File: src/hdl/assert_macros.svh
// assertion macros used by the rate meter core
`ifndef ASSERT_MACROS_SVH
`define ASSERT_MACROS_SVH
`ifndef SYNTHESIS
// clocked property, disabled while reset is high
`define ASSERT_CLKD(lbl, clk, rst, prop, msg) \
  lbl: assert property (@(posedge clk) disable iff (rst) (prop)) else $error(msg);
// clocked property, checked also during reset
`define ASSERT_ALWAYS(lbl, clk, prop, msg) \
  lbl: assert property (@(posedge clk) (prop)) else $error(msg);
`else
`define ASSERT_CLKD(lbl, clk, rst, prop, msg)
`define ASSERT_ALWAYS(lbl, clk, prop, msg)
`endif
`endif

File: src/hdl/wwrm_pkg.sv
// shared constants and types of the weighted rate meter
`timescale 1ns / 1ps
`default_nettype none
package wwrm_pkg;
  localparam int SLOTS_DEF = 16;
  localparam logic [15:0] DECAY_RESET = 16'd58982;
  localparam int BYTES_W = 48;
  localparam int HITS_W = 32;
  localparam int SLOT_W = BYTES_W + HITS_W;
  localparam int BRATE_W = 56;
  localparam int HRATE_W = 40;
  localparam int WEIGHT_W = 17;
  localparam logic [WEIGHT_W-1:0] WEIGHT_ONE = 17'd65536;
  typedef enum logic [1:0] {
    OP_PUSH    = 2'd0,
    OP_ADVANCE = 2'd1,
    OP_CLEAR   = 2'd2,
    OP_NONE    = 2'd3
  } opcode_t;
endpackage
`default_nettype wire

File: src/hdl/wwrm_ram.sv
// generic single-port-write ram with registered read
`timescale 1ns / 1ps
`default_nettype none
module wwrm_ram #(
  parameter int WIDTH = wwrm_pkg::SLOT_W,
  parameter int DEPTH = wwrm_pkg::SLOTS_DEF,
  localparam int ADDR_W = (DEPTH > 1) ? $clog2(DEPTH) : 1
) (
  input  wire logic              clk,
  input  wire logic              wr_en,
  input  wire logic [ADDR_W-1:0] wr_addr,
  input  wire logic [WIDTH-1:0]  wr_data,
  input  wire logic [ADDR_W-1:0] rd_addr,
  output logic      [WIDTH-1:0]  rd_data
);
  logic [WIDTH-1:0] mem [DEPTH];

  always_ff @(posedge clk) begin
    if (wr_en) begin
      mem[wr_addr] <= wr_data;
    end
    rd_data <= mem[rd_addr];
  end
endmodule
`default_nettype wire

File: config.mk
export PLATFORM = sky130hd
export DESIGN_NAME = wwrm_ram
export DESIGN_NICKNAME = d
export VERILOG_FILES = /design/src/hdl/assert_macros.svh /design/src/hdl/wwrm_pkg.sv /design/src/hdl/wwrm_ram.sv
export SDC_FILE = /design/constraint.sdc
export NUM_CORES = 1
export LEC_CHECK = 0
export BUFFER_PORTS_ARGS = -buffer_cell sky130_fd_sc_hd__buf_2
export CAP_MARGIN = 5
export CORE_MARGIN = 1
export CORE_UTILIZATION = 45
export CTS_CLUSTER_SIZE = 25
export DETAILED_ROUTE_END_ITERATION = 8
export SLEW_MARGIN = 20
export SYNTH_ARGS = -nofsm -noshare
export SYNTH_HDL_FRONTEND = slang
export SYNTH_SLANG_ARGS = --single-unit
File: constraint.sdc
create_clock -name clk -period 10.7 [get_ports clk]
set_clock_uncertainty 0.1 [all_clocks]
set_input_delay 2.14 -clock clk [delete_from_list [all_inputs] [get_ports clk]]
set_output_delay 2.14 -clock clk [all_outputs]
set_load 0.01 [all_outputs]
==> results.json <==
{
  "required_ns": 11.21,
  "ys_types": 18,
  "cts.sinks": 1360,
  "syn_nets": 2144,
  "min_path_type": "reg2reg",
  "start_util": 0.454,
  "worst_ep_arrival_time_ns": 5.07,
  "grt_pass1_vias": 23700,
  "antenna_found_initial": 21,
  "hold_path_depth": 3,
  "avgSynthCellArea_um2": 24.1,
  "vias_per_cell": 5.77,
  "synth-seq-area-share": 0.810,
  "via_count": 22200,
  "wl_per_cell_um": 28.1,
  "cts.htree.levels": 4,
  "final.fill_count": 8301,
  "ioPinCount": 170,
  "crit_fanout": 65,
  "synth-seq-cells": 1360,
  "drive_gt1_frac": 0.313,
  "worst_slew_pin_slew_ns": 1.08,
  "die_width_um": 333,
  "syn_inst": 2054,
  "rows": 121,
  "cap_viol_max_count": 0,
  "tritoncts": "done",
  "final-hold-violation-count": 0,
  "die_y_um": 333,
  "clkLatencyLatePin_ns": 0.74,
  "powerDensity_nw_per_um2": 199,
  "rr_worst_depth": 3,
  "hold_buffers": 0,
  "path_class": "in2reg",
  "grt_overflow": 0,
  "final_util": 0.520,
  "grt_pass1_wl_um": 159000,
  "drc_errors": 0,
  "cts_buffers": 142,
  "ir_drop_mv": 0.155,
  "drt-total-wl_um": 108000,
  "drt.antenna.violating_nets": 0,
  "fin_crit_sh": 0.426,
  "max-slew-margin-rel": 0.277,
  "layout_commonest_cell": "edfxtp_1",
  "ys_warn_count": 0,
  "regArea_um2": 40000,
  "synthToLayoutAreaGrowth_pct": 14.6,
  "grt_max_degree": 104,
  "cts.reportedPaths.clkPinSlew_ns": 0.06,
  "worstReg2RegStart": "mem[3][60]",
  "r2r-end": "rd_data[60]",
  "globalplace.congestion": 0.711,
  "drt_iter0_drc": 1952,
  "firstDrtPassIters": 5,
  "p_leak_nw": 18.2,
  "cts_max_path_buffers": 3,
  "endpoint_kind": "flip-flop",
  "finalSetupTns_ns": 0,
  "totalPowerFinal_w": 0.0113,
  "rsz0062_at_grt": "no",
  "hold_end": "rd_data[26]",
  "worst_setup_path_start_kind": "input pin",
  "max_freq_mhz": 219,
  "r2r_setup_slack_ns": 9.20,
  "post_cts_buffers": 0,
  "period_needed_ns": 4.56,
  "nNetsFinal": 2397,
  "min_from": "mem[12][26]",
  "multi_input_area_um2": 8980,
  "setup_viol": 0,
  "slew_violations": 0,
  "core_um2": 109000,
  "syn_area_um2": 49400,
  "cts.repair.resized": 0,
  "grt_usage": 0.198,
  "clockRootBuffer": "clkbuf_16",
  "status": "complete, no violations",
  "place_hpwl_um": 52500,
  "portBuffers": 169,
  "layout_common_cells": "1280 x edfxtp_1, 320 x mux4_2, 167 x buf_2, 160 x a22oi_1, 148 x clkbuf_16",
  "dieArea_um2": 111000
}
[report_power, final]
part	internal [W]	switching, W
clock network	0.00279	0.00200
logic	0.000203	0.000306
registers	0.00596	0.0000420
[synth_stat cells]
cell	number	area (µm²)
nand2_1	81	304
buf_1	27	101
a22oi_1	160	1200
buf_6	13	146
nor3_1	4	20.0
nor2b_1	2	12.5
and2_1	1	6.26
buf_2	23	115
buf_4	4	30.0
nand2b_1	2	12.5
edfxtp_1	1280	38400
mux4_2	320	7210
dfxtp_1	80	1600
or3b_2	1	8.76
nand3b_1	2	15.0
nand3_1	1	5.00
clkbuf_1	40	150
nor2_1	13	48.8
[worst max-delay path: stages]
cell     delay (ns)
buf_8          0.56
buf_4          0.75
buf_4          0.64
mux4_2         0.58
a22oi_1        0.20
nand2_1        0.07
[worst max-delay path by stage]
stage	slack (ns)	to	cells past startpoint	start
after floorplan	1.91	mem[0][0]	2	wr_addr[2]
after global placement	5.23	rd_data[68]	6	rd_addr[0]
after detailed placement	5.24	rd_data[68]	6	rd_addr[0]
after CTS	6.04	rd_data[77]	6	rd_addr[0]
after global routing	5.79	rd_data[69]	6	rd_addr[0]
final	6.14	rd_data[61]	6	rd_addr[0]
[cell type report]
class | instances | share of cell area
flip-flops and latches | 1360 | 0.707
multi-input cells | 587 | 0.158
clock buffers | 206 | 0.0715
well taps | 1414 | 0.0312
repair buffers | 216 | 0.0220
clock inverters | 59 | 0.00972
diodes | 6 | 0.000265
[kinds of logic (layout without fill, tap and decap cells)]
kind of cell / count (synthesis) / in the layout / share of synthesized area
flops: 1360 / 1360 / 0.810
mux: 320 / 320 / 0.146
compound gates: 160 / 160 / 0.0243
simple gates: 107 / 107 / 0.00876
buf+inv: 107 / 481 / 0.0110
other cells: 0 / 6 / 0
[through the flow]
step	setup WS, ns	cells	cell area (µm²)	hold WS (ns)
2_1_floorplan	1.91	2054	49400	0.535
3_3_place_gp	5.23	3577	52000	0.551
3_5_place_dp	5.24	3577	52000	0.554
4_1_cts	6.04	3842	56600	0.562
5_1_grt	5.79	3844	56600	0.593
6_report	6.14	3848	56600	0.564
[sequential cells by signal, indices dropped and copies added, names as in the netlist]
signal,flops
mem,1280
rd_data,80
[layer usage]
| layer | global-route usage | part of all wire | vias up |
|---|---|---|---|
| met1 | 0.268 | 0.42 | 12000 |
| met3 | 0.0349 | 0.055 | 179 |
| met2 | 0.329 | 0.51 | 679 |
| met5 | 0 | 0.0012 | - |
| met4 | 0.0588 | 0.020 | 20 |
| li1 | - | - | 9340 |
No activity file was read; power rests on OpenSTA's default activity.
